[src/hw/rtl/slink_pkg.sv]
// Shared types, codes and constants of the segmented stop-and-wait link.
package slink_pkg;

    localparam int SEQ_W   = 16;
    localparam int LEN_W   = 11;
    localparam int TRIES_W = 4;
    localparam int CFG_IDX_W = 4;
    localparam int CFG_DATA_W = 16;

    localparam int MAX_SEGMENT_BYTES_DEF = 1024;

    // Input actions.
    localparam logic [2:0] ACT_RX_SEG   = 3'd0;
    localparam logic [2:0] ACT_TX_SEG   = 3'd1;
    localparam logic [2:0] ACT_RX_ACK   = 3'd2;
    localparam logic [2:0] ACT_TICK     = 3'd3;
    localparam logic [2:0] ACT_SHUTDOWN = 3'd4;

    // Result kinds.
    localparam logic [2:0] KIND_DELIVER   = 3'd0;
    localparam logic [2:0] KIND_SEND_ACK  = 3'd1;
    localparam logic [2:0] KIND_SEND_SEG  = 3'd2;
    localparam logic [2:0] KIND_TX_DONE   = 3'd3;
    localparam logic [2:0] KIND_TX_FAILED = 3'd4;
    localparam logic [2:0] KIND_RX_ERROR  = 3'd5;
    localparam logic [2:0] KIND_BUSY      = 3'd6;

    // Configuration register indexes.
    localparam logic [CFG_IDX_W-1:0] CFG_STOP_AND_WAIT = 4'd0;
    localparam logic [CFG_IDX_W-1:0] CFG_SEQ_MODULUS   = 4'd1;
    localparam logic [CFG_IDX_W-1:0] CFG_TIMEOUT_TICKS = 4'd2;
    localparam logic [CFG_IDX_W-1:0] CFG_MAX_TRIES     = 4'd3;

    // Register reset values.
    localparam logic               RST_STOP_AND_WAIT = 1'b1;
    localparam logic [SEQ_W-1:0]   RST_SEQ_MODULUS   = 16'd256;
    localparam logic [15:0]        RST_TIMEOUT_TICKS = 16'd200;
    localparam logic [TRIES_W-1:0] RST_MAX_TRIES     = 4'd5;

    typedef struct packed {
        logic [2:0]       action;
        logic [SEQ_W-1:0] seq_num;
        logic             seg_first;
        logic             seg_last;
        logic [LEN_W-1:0] frame_len;
    } t_item;

    typedef struct packed {
        logic [2:0]       kind;
        logic [SEQ_W-1:0] out_seq;
        logic             out_first;
        logic             out_last;
        logic [LEN_W-1:0] out_len;
        logic             stream_dead;
        logic             last_of_run;
    } t_result;

    // Up to two result words produced by one step.
    typedef struct packed {
        logic [1:0]      cnt;
        t_result [1:0]   res;
    } t_push;

endpackage

[src/hw/rtl/stop_and_wait_segment_link.sv]
// Top level of the segmented stop-and-wait link endpoint.
//
//  Channel  Direction  Handshake                  Word
//  in       to block   i_in_valid / o_in_ready    action, seq, marks, frame length
//  out      from block o_out_valid / i_out_ready  kind, seq, marks, length, flags
//  cfg      to block   i_cfg_valid / o_cfg_ready  register index and data
//
// An input word is registered, then processed into zero, one or two result words
// that go into a four-word queue, so one word is taken per cycle while the queue
// has room for two and no recompute runs. Results leave at one word per cycle
// while i_out_ready is high. A seq_modulus write starts a recompute of successor
// numbers in the two bit-serial remainder units; o_cfg_ready stays low then, as does
// o_in_ready while a word is held. Synchronous active-low reset restores control state.
// A stall on the output side fills the queue and then holds o_in_ready low.
module stop_and_wait_segment_link #(
    parameter int MAX_SEGMENT_BYTES = slink_pkg::MAX_SEGMENT_BYTES_DEF
) (
    input  logic                             i_clk,
    input  logic                             i_rst_n,

    input  logic                             i_in_valid,
    output logic                             o_in_ready,
    input  logic [2:0]                       i_action,
    input  logic [slink_pkg::SEQ_W-1:0]      i_seq_num,
    input  logic                             i_seg_first,
    input  logic                             i_seg_last,
    input  logic [slink_pkg::LEN_W-1:0]      i_frame_len,

    output logic                             o_out_valid,
    input  logic                             i_out_ready,
    output logic [2:0]                       o_kind,
    output logic [slink_pkg::SEQ_W-1:0]      o_out_seq,
    output logic                             o_out_first,
    output logic                             o_out_last,
    output logic [slink_pkg::LEN_W-1:0]      o_out_len,
    output logic                             o_stream_dead,
    output logic                             o_last_of_run,

    input  logic                             i_cfg_valid,
    output logic                             o_cfg_ready,
    input  logic [slink_pkg::CFG_IDX_W-1:0]  i_cfg_index,
    input  logic [slink_pkg::CFG_DATA_W-1:0] i_cfg_data
);
    import slink_pkg::*;

    logic    r_in_valid;
    t_item   r_in_item;
    logic    step;
    logic    busy;
    logic    q_room;
    t_push   push;
    t_result word;

    assign step       = r_in_valid && q_room && !busy;
    assign o_in_ready = !r_in_valid || step;
    assign o_cfg_ready = !busy;

    always_ff @(posedge i_clk) begin
        if (!i_rst_n) begin
            r_in_valid <= 1'b0;
        end else if (o_in_ready) begin
            r_in_valid <= i_in_valid;
        end
    end

    always_ff @(posedge i_clk) begin
        if (o_in_ready && i_in_valid) begin
            r_in_item.action    <= i_action;
            r_in_item.seq_num   <= i_seq_num;
            r_in_item.seg_first <= i_seg_first;
            r_in_item.seg_last  <= i_seg_last;
            r_in_item.frame_len <= i_frame_len;
        end
    end

    slink_core #(
        .MAX_SEGMENT_BYTES (MAX_SEGMENT_BYTES)
    ) u_core (
        .i_clk       (i_clk),
        .i_rst_n     (i_rst_n),
        .i_step      (step),
        .i_item      (r_in_item),
        .i_cfg_wr    (i_cfg_valid && o_cfg_ready),
        .i_cfg_index (i_cfg_index),
        .i_cfg_data  (i_cfg_data),
        .o_busy      (busy),
        .o_push      (push)
    );

    slink_outq u_outq (
        .i_clk   (i_clk),
        .i_rst_n (i_rst_n),
        .i_push  (push),
        .o_room  (q_room),
        .o_valid (o_out_valid),
        .i_ready (i_out_ready),
        .o_word  (word)
    );

    assign o_kind        = word.kind;
    assign o_out_seq     = word.out_seq;
    assign o_out_first   = word.out_first;
    assign o_out_last    = word.out_last;
    assign o_out_len     = word.out_len;
    assign o_stream_dead = word.stream_dead;
    assign o_last_of_run = word.last_of_run;

endmodule

[src/hw/rtl/slink_mod.sv]
// Bit-serial remainder unit used to re-derive successor sequence numbers.
module slink_mod (
    input  logic        i_clk,
    input  logic        i_rst_n,
    input  logic        i_start,
    input  logic [16:0] i_dividend,
    input  logic [16:0] i_divisor,
    output logic        o_busy,
    output logic        o_done,
    output logic [15:0] o_rem
);
    localparam int STEPS = 17;
    localparam int CNT_W = $clog2(STEPS);

    logic             r_busy;
    logic [CNT_W-1:0] r_cnt;
    logic [15:0]      r_rem;
    logic [16:0]      r_dvd;
    logic [16:0]      r_dvs;

    logic [16:0] trial;
    logic [15:0] n_rem;

    // Restoring step: bring in one dividend bit, subtract the divisor if it fits.
    // The partial remainder stays below the divisor, so it fits in 16 bits.
    always_comb begin
        trial = {r_rem, r_dvd[16]};
        if (trial >= r_dvs) begin
            n_rem = 16'(trial - r_dvs);
        end else begin
            n_rem = trial[15:0];
        end
    end

    always_ff @(posedge i_clk) begin
        if (!i_rst_n) begin
            r_busy <= 1'b0;
            r_cnt  <= '0;
        end else if (i_start) begin
            r_busy <= 1'b1;
            r_cnt  <= '0;
        end else if (r_busy) begin
            r_cnt <= r_cnt + 1'b1;
            if (r_cnt == CNT_W'(STEPS - 1)) begin
                r_busy <= 1'b0;
            end
        end
    end

    always_ff @(posedge i_clk) begin
        if (i_start) begin
            r_rem <= '0;
            r_dvd <= i_dividend;
            r_dvs <= i_divisor;
        end else if (r_busy) begin
            r_rem <= n_rem;
            r_dvd <= {r_dvd[15:0], 1'b0};
        end
    end

    assign o_busy = r_busy;
    assign o_done = r_busy && (r_cnt == CNT_W'(STEPS - 1));
    assign o_rem  = n_rem;

endmodule

[src/hw/rtl/slink_core.sv]
// Link state, configuration registers and the combinational step logic.
module slink_core #(
    parameter int MAX_SEGMENT_BYTES = slink_pkg::MAX_SEGMENT_BYTES_DEF
) (
    input  logic                             i_clk,
    input  logic                             i_rst_n,
    input  logic                             i_step,
    input  slink_pkg::t_item                 i_item,
    input  logic                             i_cfg_wr,
    input  logic [slink_pkg::CFG_IDX_W-1:0]  i_cfg_index,
    input  logic [slink_pkg::CFG_DATA_W-1:0] i_cfg_data,
    output logic                             o_busy,
    output slink_pkg::t_push                 o_push
);
    import slink_pkg::*;

    localparam logic [16:0] RX_LEN_MAX = 17'(MAX_SEGMENT_BYTES + 1);
    localparam logic [16:0] TX_LEN_MAX = 17'(MAX_SEGMENT_BYTES);

    // Configuration.
    logic               r_stop_and_wait;
    logic [SEQ_W-1:0]   r_seq_modulus;
    logic [15:0]        r_timeout_ticks;
    logic [TRIES_W-1:0] r_max_tries;
    logic               r_recalc_start;

    // Link state. The succ registers hold next_seq() of rx_expected and tx_next.
    logic [SEQ_W-1:0]   r_rx_exp, n_rx_exp;
    logic [SEQ_W-1:0]   r_rx_succ, n_rx_succ;
    logic               r_rx_mid, n_rx_mid;
    logic               r_aborted, n_aborted;
    logic [SEQ_W-1:0]   r_tx_next, n_tx_next;
    logic [SEQ_W-1:0]   r_tx_succ, n_tx_succ;
    logic               r_tx_mid, n_tx_mid;
    logic               r_awaiting, n_awaiting;
    logic [LEN_W-1:0]   r_pend_len, n_pend_len;
    logic               r_pend_last, n_pend_last;
    logic [TRIES_W-1:0] r_tries, n_tries;
    logic [15:0]        r_timer, n_timer;

    logic [16:0] mod_eff;
    logic        rx_busy, rx_done, tx_busy, tx_done;
    logic [15:0] rx_rem, tx_rem;

    // A seq_modulus of zero means 65536.
    assign mod_eff = (r_seq_modulus == '0) ? 17'h10000 : {1'b0, r_seq_modulus};

    function automatic logic [SEQ_W-1:0] succ_inc(input logic [SEQ_W-1:0] s,
                                                  input logic [16:0] m);
        logic [16:0] t;
        t = {1'b0, s} + 17'd1;
        return (t == m) ? '0 : t[SEQ_W-1:0];
    endfunction

    // After a modulus write both successors are recomputed from scratch.
    slink_mod u_rx_mod (
        .i_clk      (i_clk),
        .i_rst_n    (i_rst_n),
        .i_start    (r_recalc_start),
        .i_dividend ({1'b0, r_rx_exp} + 17'd1),
        .i_divisor  (mod_eff),
        .o_busy     (rx_busy),
        .o_done     (rx_done),
        .o_rem      (rx_rem)
    );

    slink_mod u_tx_mod (
        .i_clk      (i_clk),
        .i_rst_n    (i_rst_n),
        .i_start    (r_recalc_start),
        .i_dividend ({1'b0, r_tx_next} + 17'd1),
        .i_divisor  (mod_eff),
        .o_busy     (tx_busy),
        .o_done     (tx_done),
        .o_rem      (tx_rem)
    );

    assign o_busy = r_recalc_start || rx_busy || tx_busy;

    always_comb begin
        logic             bad;
        logic [LEN_W-1:0] tx_len;
        logic [TRIES_W-1:0] lim;
        t_result          ack;
        t_result          res0;
        t_result          res1;
        logic [1:0]       cnt;

        n_rx_exp    = r_rx_exp;
        n_rx_succ   = r_rx_succ;
        n_rx_mid    = r_rx_mid;
        n_aborted   = r_aborted;
        n_tx_next   = r_tx_next;
        n_tx_succ   = r_tx_succ;
        n_tx_mid    = r_tx_mid;
        n_awaiting  = r_awaiting;
        n_pend_len  = r_pend_len;
        n_pend_last = r_pend_last;
        n_tries     = r_tries;
        n_timer     = r_timer;
        res0 = '0;
        res1 = '0;
        ack  = '0;
        cnt  = 2'd0;

        bad = (i_item.frame_len == '0)
              || ({6'd0, i_item.frame_len} > RX_LEN_MAX)
              || (i_item.seq_num != r_rx_exp)
              || (r_rx_mid == i_item.seg_first);
        tx_len = ({6'd0, i_item.frame_len} > TX_LEN_MAX) ? LEN_W'(TX_LEN_MAX)
                                                          : i_item.frame_len;
        lim = (r_max_tries == '0) ? TRIES_W'(1) : r_max_tries;

        case (i_item.action)
            ACT_RX_SEG: begin
                if (!r_aborted) begin
                    cnt = 2'd1;
                    res0.out_seq = i_item.seq_num;
                    if (bad) begin
                        n_aborted = 1'b1;
                        res0.kind = KIND_RX_ERROR;
                    end else begin
                        n_rx_mid     = !i_item.seg_last;
                        n_rx_exp     = r_rx_succ;
                        n_rx_succ    = succ_inc(r_rx_succ, mod_eff);
                        res0.kind    = KIND_DELIVER;
                        res0.out_len = i_item.frame_len - 1'b1;
                    end
                end
                // Every received segment is acknowledged in stop-and-wait mode.
                if (r_stop_and_wait) begin
                    ack.kind    = KIND_SEND_ACK;
                    ack.out_seq = i_item.seq_num;
                    if (cnt == 2'd0) begin
                        res0 = ack;
                    end else begin
                        res1 = ack;
                    end
                    cnt = cnt + 2'd1;
                end
            end
            ACT_TX_SEG: begin
                res0.out_seq = r_tx_next;
                if (r_aborted) begin
                    cnt = 2'd1;
                    res0.kind = KIND_TX_FAILED;
                end else if (r_awaiting) begin
                    cnt = 2'd1;
                    res0.kind = KIND_BUSY;
                end else if (i_item.frame_len != '0) begin
                    cnt = 2'd1;
                    res0.kind      = KIND_SEND_SEG;
                    res0.out_first = !r_tx_mid;
                    res0.out_last  = i_item.seg_last;
                    res0.out_len   = tx_len;
                    if (r_stop_and_wait) begin
                        n_awaiting  = 1'b1;
                        n_pend_len  = tx_len;
                        n_pend_last = i_item.seg_last;
                        n_tries     = TRIES_W'(1);
                        n_timer     = r_timeout_ticks;
                    end else begin
                        cnt = 2'd2;
                        res1.kind    = KIND_TX_DONE;
                        res1.out_seq = r_tx_next;
                        n_tx_mid     = !i_item.seg_last;
                        n_tx_next    = r_tx_succ;
                        n_tx_succ    = succ_inc(r_tx_succ, mod_eff);
                    end
                end
            end
            ACT_RX_ACK: begin
                if (r_awaiting && (i_item.seq_num == r_tx_next)) begin
                    cnt = 2'd1;
                    res0.kind    = KIND_TX_DONE;
                    res0.out_seq = r_tx_next;
                    n_awaiting   = 1'b0;
                    n_tx_mid     = !r_pend_last;
                    n_tx_next    = r_tx_succ;
                    n_tx_succ    = succ_inc(r_tx_succ, mod_eff);
                end
            end
            ACT_TICK: begin
                if (r_awaiting) begin
                    if (r_timer <= 16'd1) begin
                        cnt = 2'd1;
                        res0.out_seq = r_tx_next;
                        if (r_tries >= lim) begin
                            n_aborted  = 1'b1;
                            n_awaiting = 1'b0;
                            n_timer    = '0;
                            res0.kind  = KIND_TX_FAILED;
                        end else begin
                            n_tries        = r_tries + 1'b1;
                            n_timer        = r_timeout_ticks;
                            res0.kind      = KIND_SEND_SEG;
                            res0.out_first = !r_tx_mid;
                            res0.out_last  = r_pend_last;
                            res0.out_len   = r_pend_len;
                        end
                    end else begin
                        n_timer = r_timer - 1'b1;
                    end
                end
            end
            ACT_SHUTDOWN: begin
                n_aborted = 1'b1;
                if (r_awaiting) begin
                    cnt = 2'd1;
                    n_awaiting   = 1'b0;
                    n_timer      = '0;
                    res0.kind    = KIND_TX_FAILED;
                    res0.out_seq = r_tx_next;
                end
            end
            default: begin
            end
        endcase

        res0.stream_dead = n_aborted;
        res1.stream_dead = n_aborted;
        res0.last_of_run = (cnt == 2'd1);
        res1.last_of_run = 1'b1;

        o_push.cnt    = i_step ? cnt : 2'd0;
        o_push.res[0] = res0;
        o_push.res[1] = res1;
    end

    always_ff @(posedge i_clk) begin
        if (!i_rst_n) begin
            r_stop_and_wait <= RST_STOP_AND_WAIT;
            r_seq_modulus   <= RST_SEQ_MODULUS;
            r_timeout_ticks <= RST_TIMEOUT_TICKS;
            r_max_tries     <= RST_MAX_TRIES;
            r_recalc_start  <= 1'b0;
        end else begin
            r_recalc_start <= 1'b0;
            if (i_cfg_wr) begin
                case (i_cfg_index)
                    CFG_STOP_AND_WAIT: r_stop_and_wait <= i_cfg_data[0];
                    CFG_SEQ_MODULUS: begin
                        r_seq_modulus  <= i_cfg_data;
                        r_recalc_start <= 1'b1;
                    end
                    CFG_TIMEOUT_TICKS: r_timeout_ticks <= i_cfg_data;
                    CFG_MAX_TRIES:     r_max_tries     <= i_cfg_data[TRIES_W-1:0];
                    default: begin
                    end
                endcase
            end
        end
    end

    always_ff @(posedge i_clk) begin
        if (!i_rst_n) begin
            r_rx_exp    <= '0;
            r_rx_succ   <= SEQ_W'(1);
            r_rx_mid    <= 1'b0;
            r_aborted   <= 1'b0;
            r_tx_next   <= '0;
            r_tx_succ   <= SEQ_W'(1);
            r_tx_mid    <= 1'b0;
            r_awaiting  <= 1'b0;
            r_pend_len  <= '0;
            r_pend_last <= 1'b0;
            r_tries     <= '0;
            r_timer     <= '0;
        end else begin
            if (i_step) begin
                r_rx_exp    <= n_rx_exp;
                r_rx_succ   <= n_rx_succ;
                r_rx_mid    <= n_rx_mid;
                r_aborted   <= n_aborted;
                r_tx_next   <= n_tx_next;
                r_tx_succ   <= n_tx_succ;
                r_tx_mid    <= n_tx_mid;
                r_awaiting  <= n_awaiting;
                r_pend_len  <= n_pend_len;
                r_pend_last <= n_pend_last;
                r_tries     <= n_tries;
                r_timer     <= n_timer;
            end
            if (rx_done) begin
                r_rx_succ <= rx_rem;
            end
            if (tx_done) begin
                r_tx_succ <= tx_rem;
            end
        end
    end

`ifndef SYNTHESIS
    a_abort_sticky: assert property (@(posedge i_clk) disable iff (!i_rst_n)
        r_aborted |=> r_aborted)
        else $error("abort flag cleared without reset");

    a_succ_in_range: assert property (@(posedge i_clk) disable iff (!i_rst_n)
        !o_busy |-> (({1'b0, r_rx_succ} < mod_eff) && ({1'b0, r_tx_succ} < mod_eff)))
        else $error("successor sequence number outside the modulus");

    a_wait_has_try: assert property (@(posedge i_clk) disable iff (!i_rst_n)
        r_awaiting |-> (r_tries != '0))
        else $error("waiting for an ack with no attempt counted");
`endif

endmodule

[src/hw/rtl/slink_outq.sv]
// Four-word result queue: takes up to two words a cycle, hands out one while i_ready is high.
module slink_outq (
    input  logic               i_clk,
    input  logic               i_rst_n,
    input  slink_pkg::t_push   i_push,
    output logic               o_room,
    output logic               o_valid,
    input  logic               i_ready,
    output slink_pkg::t_result o_word
);
    import slink_pkg::*;

    localparam int DEPTH = 4;
    localparam int PTR_W = $clog2(DEPTH);
    localparam int CNT_W = $clog2(DEPTH + 1);

    t_result          r_mem [DEPTH];
    logic [PTR_W-1:0] r_wr_ptr;
    logic [PTR_W-1:0] r_rd_ptr;
    logic [CNT_W-1:0] r_count;
    logic             pop;
    logic [PTR_W-1:0] wr_ptr_1;

    assign o_valid  = (r_count != '0);
    assign o_word   = r_mem[r_rd_ptr];
    assign pop      = o_valid && i_ready;
    // Room means space for the largest burst one step can produce.
    assign o_room   = (r_count <= CNT_W'(DEPTH - 2));
    assign wr_ptr_1 = r_wr_ptr + 1'b1;

    always_ff @(posedge i_clk) begin
        if (i_push.cnt != 2'd0) begin
            r_mem[r_wr_ptr] <= i_push.res[0];
        end
        if (i_push.cnt == 2'd2) begin
            r_mem[wr_ptr_1] <= i_push.res[1];
        end
    end

    always_ff @(posedge i_clk) begin
        if (!i_rst_n) begin
            r_wr_ptr <= '0;
            r_rd_ptr <= '0;
            r_count  <= '0;
        end else begin
            r_wr_ptr <= r_wr_ptr + PTR_W'(i_push.cnt);
            if (pop) begin
                r_rd_ptr <= r_rd_ptr + 1'b1;
            end
            r_count <= r_count + CNT_W'(i_push.cnt) - CNT_W'(pop);
        end
    end

`ifndef SYNTHESIS
    a_no_overflow: assert property (@(posedge i_clk) disable iff (!i_rst_n)
        (i_push.cnt != 2'd0) |-> (r_count <= CNT_W'(DEPTH - 2)))
        else $error("result queue written without room");

    a_count_bound: assert property (@(posedge i_clk) disable iff (!i_rst_n)
        r_count <= CNT_W'(DEPTH))
        else $error("result queue count beyond its depth");
`endif

endmodule
[config.mk]
export PLATFORM = sky130hd
export DESIGN_NAME = stop_and_wait_segment_link
export DESIGN_NICKNAME = d
export VERILOG_FILES = /design/src/hw/rtl/slink_pkg.sv /design/src/hw/rtl/stop_and_wait_segment_link.sv /design/src/hw/rtl/slink_mod.sv /design/src/hw/rtl/slink_core.sv /design/src/hw/rtl/slink_outq.sv
export SDC_FILE = /design/constraint.sdc
export NUM_CORES = 1
export LEC_CHECK = 0
export BUFFER_PORTS_ARGS = -buffer_cell sky130_fd_sc_hd__buf_2
export CAP_MARGIN = 20
export CORE_ASPECT_RATIO = 1.1
export CORE_MARGIN = 2
export CORE_UTILIZATION = 40
export DETAILED_ROUTE_END_ITERATION = 10
export SYNTH_ARGS = -nofsm -noshare
export SYNTH_HDL_FRONTEND = slang
export SYNTH_SLANG_ARGS = --single-unit
[constraint.sdc]
create_clock -name i_clk -period 5.1 [get_ports i_clk]
set_clock_uncertainty 0.1 [all_clocks]
set_input_delay 0.255 -clock i_clk [delete_from_list [all_inputs] [get_ports i_clk]]
set_output_delay 0.255 -clock i_clk [all_outputs]
set_load 0.01 [all_outputs]
==> impl_metrics.json <==
{
  "cp_slowest_stage_delay_ps": 660,
  "die_w_um": 228.2,
  "start_util_pct": 40.42,
  "grt_overflow": 0,
  "crit_slowest_cell": "nand2_1",
  "drive_gt1_share_pct": 11.06,
  "seqPwrFrac_pct": 38.4,
  "sw_frac_of_total_pct": 30.67,
  "critPathTopFamily": "simple AND/OR/NAND/NOR gates",
  "critPathBufInv": 2,
  "ant_nets": 0,
  "async_reset_ff_share_pct": 0,
  "clockRootBuffer": "clkbuf_16",
  "fin_crit_sh_pct": 87.57,
  "syn_inst": 2413,
  "die_area_sq_um": 57200,
  "cp_max_fo": 20,
  "detail_route.wirelength_um": 66950,
  "internal_power_mw": 6.962,
  "nFillCells": 5281,
  "place_ws_ps": 613.6,
  "cts_tree": "built",
  "pin_count": 94,
  "worst_pin_slew_ps": 1055,
  "netlist_area_sq_um": 22120,
  "slew_viol_final": 0,
  "cts_buffers": 47,
  "layout_min_cycle_time_ps": 4466,
  "dr.pass1.iters": 6,
  "dp_hpwl_um": 47270,
  "slew_headroom_pct": 29.15,
  "worstSetupPathType": "register to register",
  "fin_ws_ps": 634.1,
  "fin_tns_setup_ps": 0,
  "max_clock_freq_mhz": 223.9,
  "antenna_found_initial": 0,
  "crit_path_end_kind": "register",
  "num-nets-final": 2582,
  "setup_viol_count_final": 0,
  "synth_edf_count": 159,
  "syn_area_per_cell_sq_um": 9.166,
  "p_comb_share_pct": 25.6,
  "syn_nets": 2529,
  "crit_required_ps": 5120,
  "drc": 0,
  "die_y_um": 250.6,
  "diodes": 0,
  "clk_latency_ps": 600,
  "clockBufferDepth": 3,
  "synthDistinctLibCells": 81,
  "p_sw_mw": 3.081,
  "drtIter0Drc": 1616,
  "syn2layout_area_growth_pct": 14.61,
  "crit_chain": "nor4_2, nand4_1, buf_4, a211o_1, a22o_1, o31ai_4, inv_2, nor2_1, or2_2, nand2_1",
  "clkTransAtPathRegs_ps": 60,
  "drv_cap": 0,
  "routabilityCongestion": 0.9409,
  "rsz0062_at_grt": "false",
  "htreeDepth": 2,
  "rows": 90,
  "power.share.clock_pct": 36.0,
  "ys.flop_type": "dfxtp_1",
  "hold_violations": 0,
  "grt_pass1_vias": 18155,
  "cellLeakagePower_nw": 8.748,
  "yosysSeqAreaShare_pct": 44.39,
  "io_buffer_count": 93,
  "coreArea_sq_um": 54730,
  "peakVddDrop_mv": 0.2520,
  "routedWlPerCell_um": 20.66,
  "grt_usage_pct": 22.93,
  "dr_total_vias": 18797,
  "cts_sinks": 411,
  "ys_warn_count": 0,
  "cp-start-kind": "register",
  "crit_arrival_ps": 4490,
  "hold_class": "primary input to register",
  "post_drt_via_cell_ratio": 5.802,
  "synth-seq-cells": 411,
  "grt_pass1_wl_um": 104400,
  "outcome": "completed",
  "grt_max_degree": 81,
  "p_per_area_nw_per_um2": 396.1
}
## path summary, 6_finish.rpt
kind,start,to,slack (ps),depth (start not counted)
hold / removal,i_out_ready,register,30,4
setup reg to reg,r_in_item[6],u_outq.r_mem[3][28],630,10
setup / recovery,r_in_item[6],u_outq.r_mem[3][28],630,10
hold reg to reg,u_outq.r_mem[1][14],u_outq.r_mem[1][14],360,2
## state kept, by name (all words and copies together) (netlist names), 11 cells and up, named ones only
register                count
u_core.r_timeout_ticks     16
u_core.r_rx_exp            16
u_core.r_tx_succ           16
u_outq.r_mem              136
u_core.u_rx_mod.r_dvs      17
u_core.r_pend_len          11
u_core.r_tx_next           16
r_in_item                  32
u_core.r_timer             16
u_core.u_tx_mod.r_dvd      17
u_core.r_seq_modulus       16
u_core.u_tx_mod.r_rem      16
u_core.r_rx_succ           16
u_core.u_rx_mod.r_rem      16
u_core.u_rx_mod.r_dvd      17
## cell usage after synthesis (all sizes together) (6+ instances only)
library cell | number | area, sq um
a211o | 6 | 52.55
a211oi | 82 | 620.6
a21boi | 8 | 60.06
a21o | 14 | 105.1
a21oi | 174 | 874.6
a221oi | 6 | 52.55
a22o | 8 | 70.07
a22oi | 50 | 375.4
a311oi | 10 | 87.58
a31oi | 21 | 131.4
and2 | 19 | 118.9
and3 | 36 | 225.2
and4 | 7 | 61.31
buf | 28 | 122.6
clkbuf | 156 | 585.6
dfxtp | 252 | 5045
edfxtp | 159 | 4775
ha | 56 | 700.7
inv | 69 | 259.0
mux2i | 34 | 340.3
mux4 | 34 | 765.7
nand2 | 256 | 960.9
nand2b | 19 | 118.9
nand3 | 95 | 475.5
nand4 | 40 | 250.2
nor2 | 229 | 859.6
nor2b | 14 | 87.58
nor3 | 43 | 225.2
nor4 | 29 | 209.0
o211ai | 17 | 127.6
o21a | 21 | 157.7
o21ai | 80 | 400.4
o21bai | 7 | 52.55
o22ai | 80 | 500.5
o31ai | 8 | 73.82
or2 | 7 | 43.79
or3 | 13 | 81.33
xnor2 | 88 | 770.7
xor2 | 64 | 560.5
## cell families (layout without fill, tap and decap cells)
family / after synthesis / in the layout / synth area share, %
fa+ha+maj: 59 / 59 / 3.439
simple gates: 824 / 824 / 17.46
xor+xnor: 152 / 152 / 6.019
buf+inv: 253 / 344 / 4.373
flops: 411 / 411 / 44.39
mux: 71 / 71 / 5.153
compound gates: 643 / 643 / 19.16
## through the flow
step	util, %	std cells	hold WS, ps	cell area, sq um	power (mW)
after detailed placement	42.29	3098	333.1	23150	6.436
after global routing	46.32	3240	63.84	25350	10.52
after CTS	46.29	3238	7.117	25330	10.09
after floorplan	-	2413	253.9	22120	5.727
after global placement	42.28	3097	334.3	23140	6.397
final	46.32	3240	30.01	25350	10.04
## layer usage
metal | track usage, % | wire length, um | vias to the layer above
li1 | - | - | 9000
met1 | 31.14 | 29780 | 9027
met2 | 35.91 | 30190 | 631
met3 | 4.007 | 4194 | 139
met4 | 10.01 | 2790 | 0
met5 | 0 | 0 | -
## power by group through the flow
stage	Clock, mW	Sequential (mW)	Combinational, mW
after global routing	3.80	3.89	2.83
after floorplan	0	3.85	1.88
after detailed placement	0	3.92	2.51
final	3.62	3.86	2.57
after CTS	3.67	3.86	2.56
after global placement	0	3.91	2.49
## what timing repair did
item                                   4_1_cts  5_1_grt
hold buffers                                53        0
endpoints found under the hold margin       76        0
buffers inserted                             0        0
resized for setup                            0        0
## cell usage in the layout, fill, tap and decap left out, types with 50 or more instances in the layout
| master | Yosys | routed |
|---|---|---|
| o22ai_1 | 80 | 80 |
| ha_1 | 56 | 56 |
| a21oi_1 | 173 | 172 |
| edfxtp_1 | 159 | 159 |
| nor2_1 | 229 | 229 |
| buf_2 | 14 | 93 |
| inv_1 | 67 | 66 |
| nand2_1 | 256 | 256 |
| dfxtp_1 | 252 | 250 |
| o21ai_0 | 77 | 77 |
| a22oi_1 | 50 | 50 |
| clkbuf_16 | 0 | 51 |
| xor2_1 | 64 | 64 |
| dlygate4sd3_1 | 0 | 53 |
| nand3_1 | 95 | 95 |
| xnor2_1 | 88 | 88 |
| a211oi_1 | 81 | 81 |
## worst register-to-register path, stage by stage, from the launching register on
cell and delay [ps]:
edfxtp_1 510, nor4_2 520, nand4_1 160, buf_4 190, a211o_1 300, a22o_1 260, o31ai_4 400, inv_2 140
nor2_1 260, or2_2 480, nand2_1 670
## cell type report
class / instances / area (sq um) / area share (%)
multi-input combinational: 1749 / 11360 / 44.82
timing repair buffer: 188 / 1328 / 5.237
clock inverter: 16 / 220.2 / 0.8687
tap: 736 / 920.9 / 3.633
sequential: 411 / 9824 / 38.75
inverter: 69 / 260.3 / 1.027
clock buffer: 71 / 1435 / 5.661
Note: power is estimated with default switching activity, not from simulation.
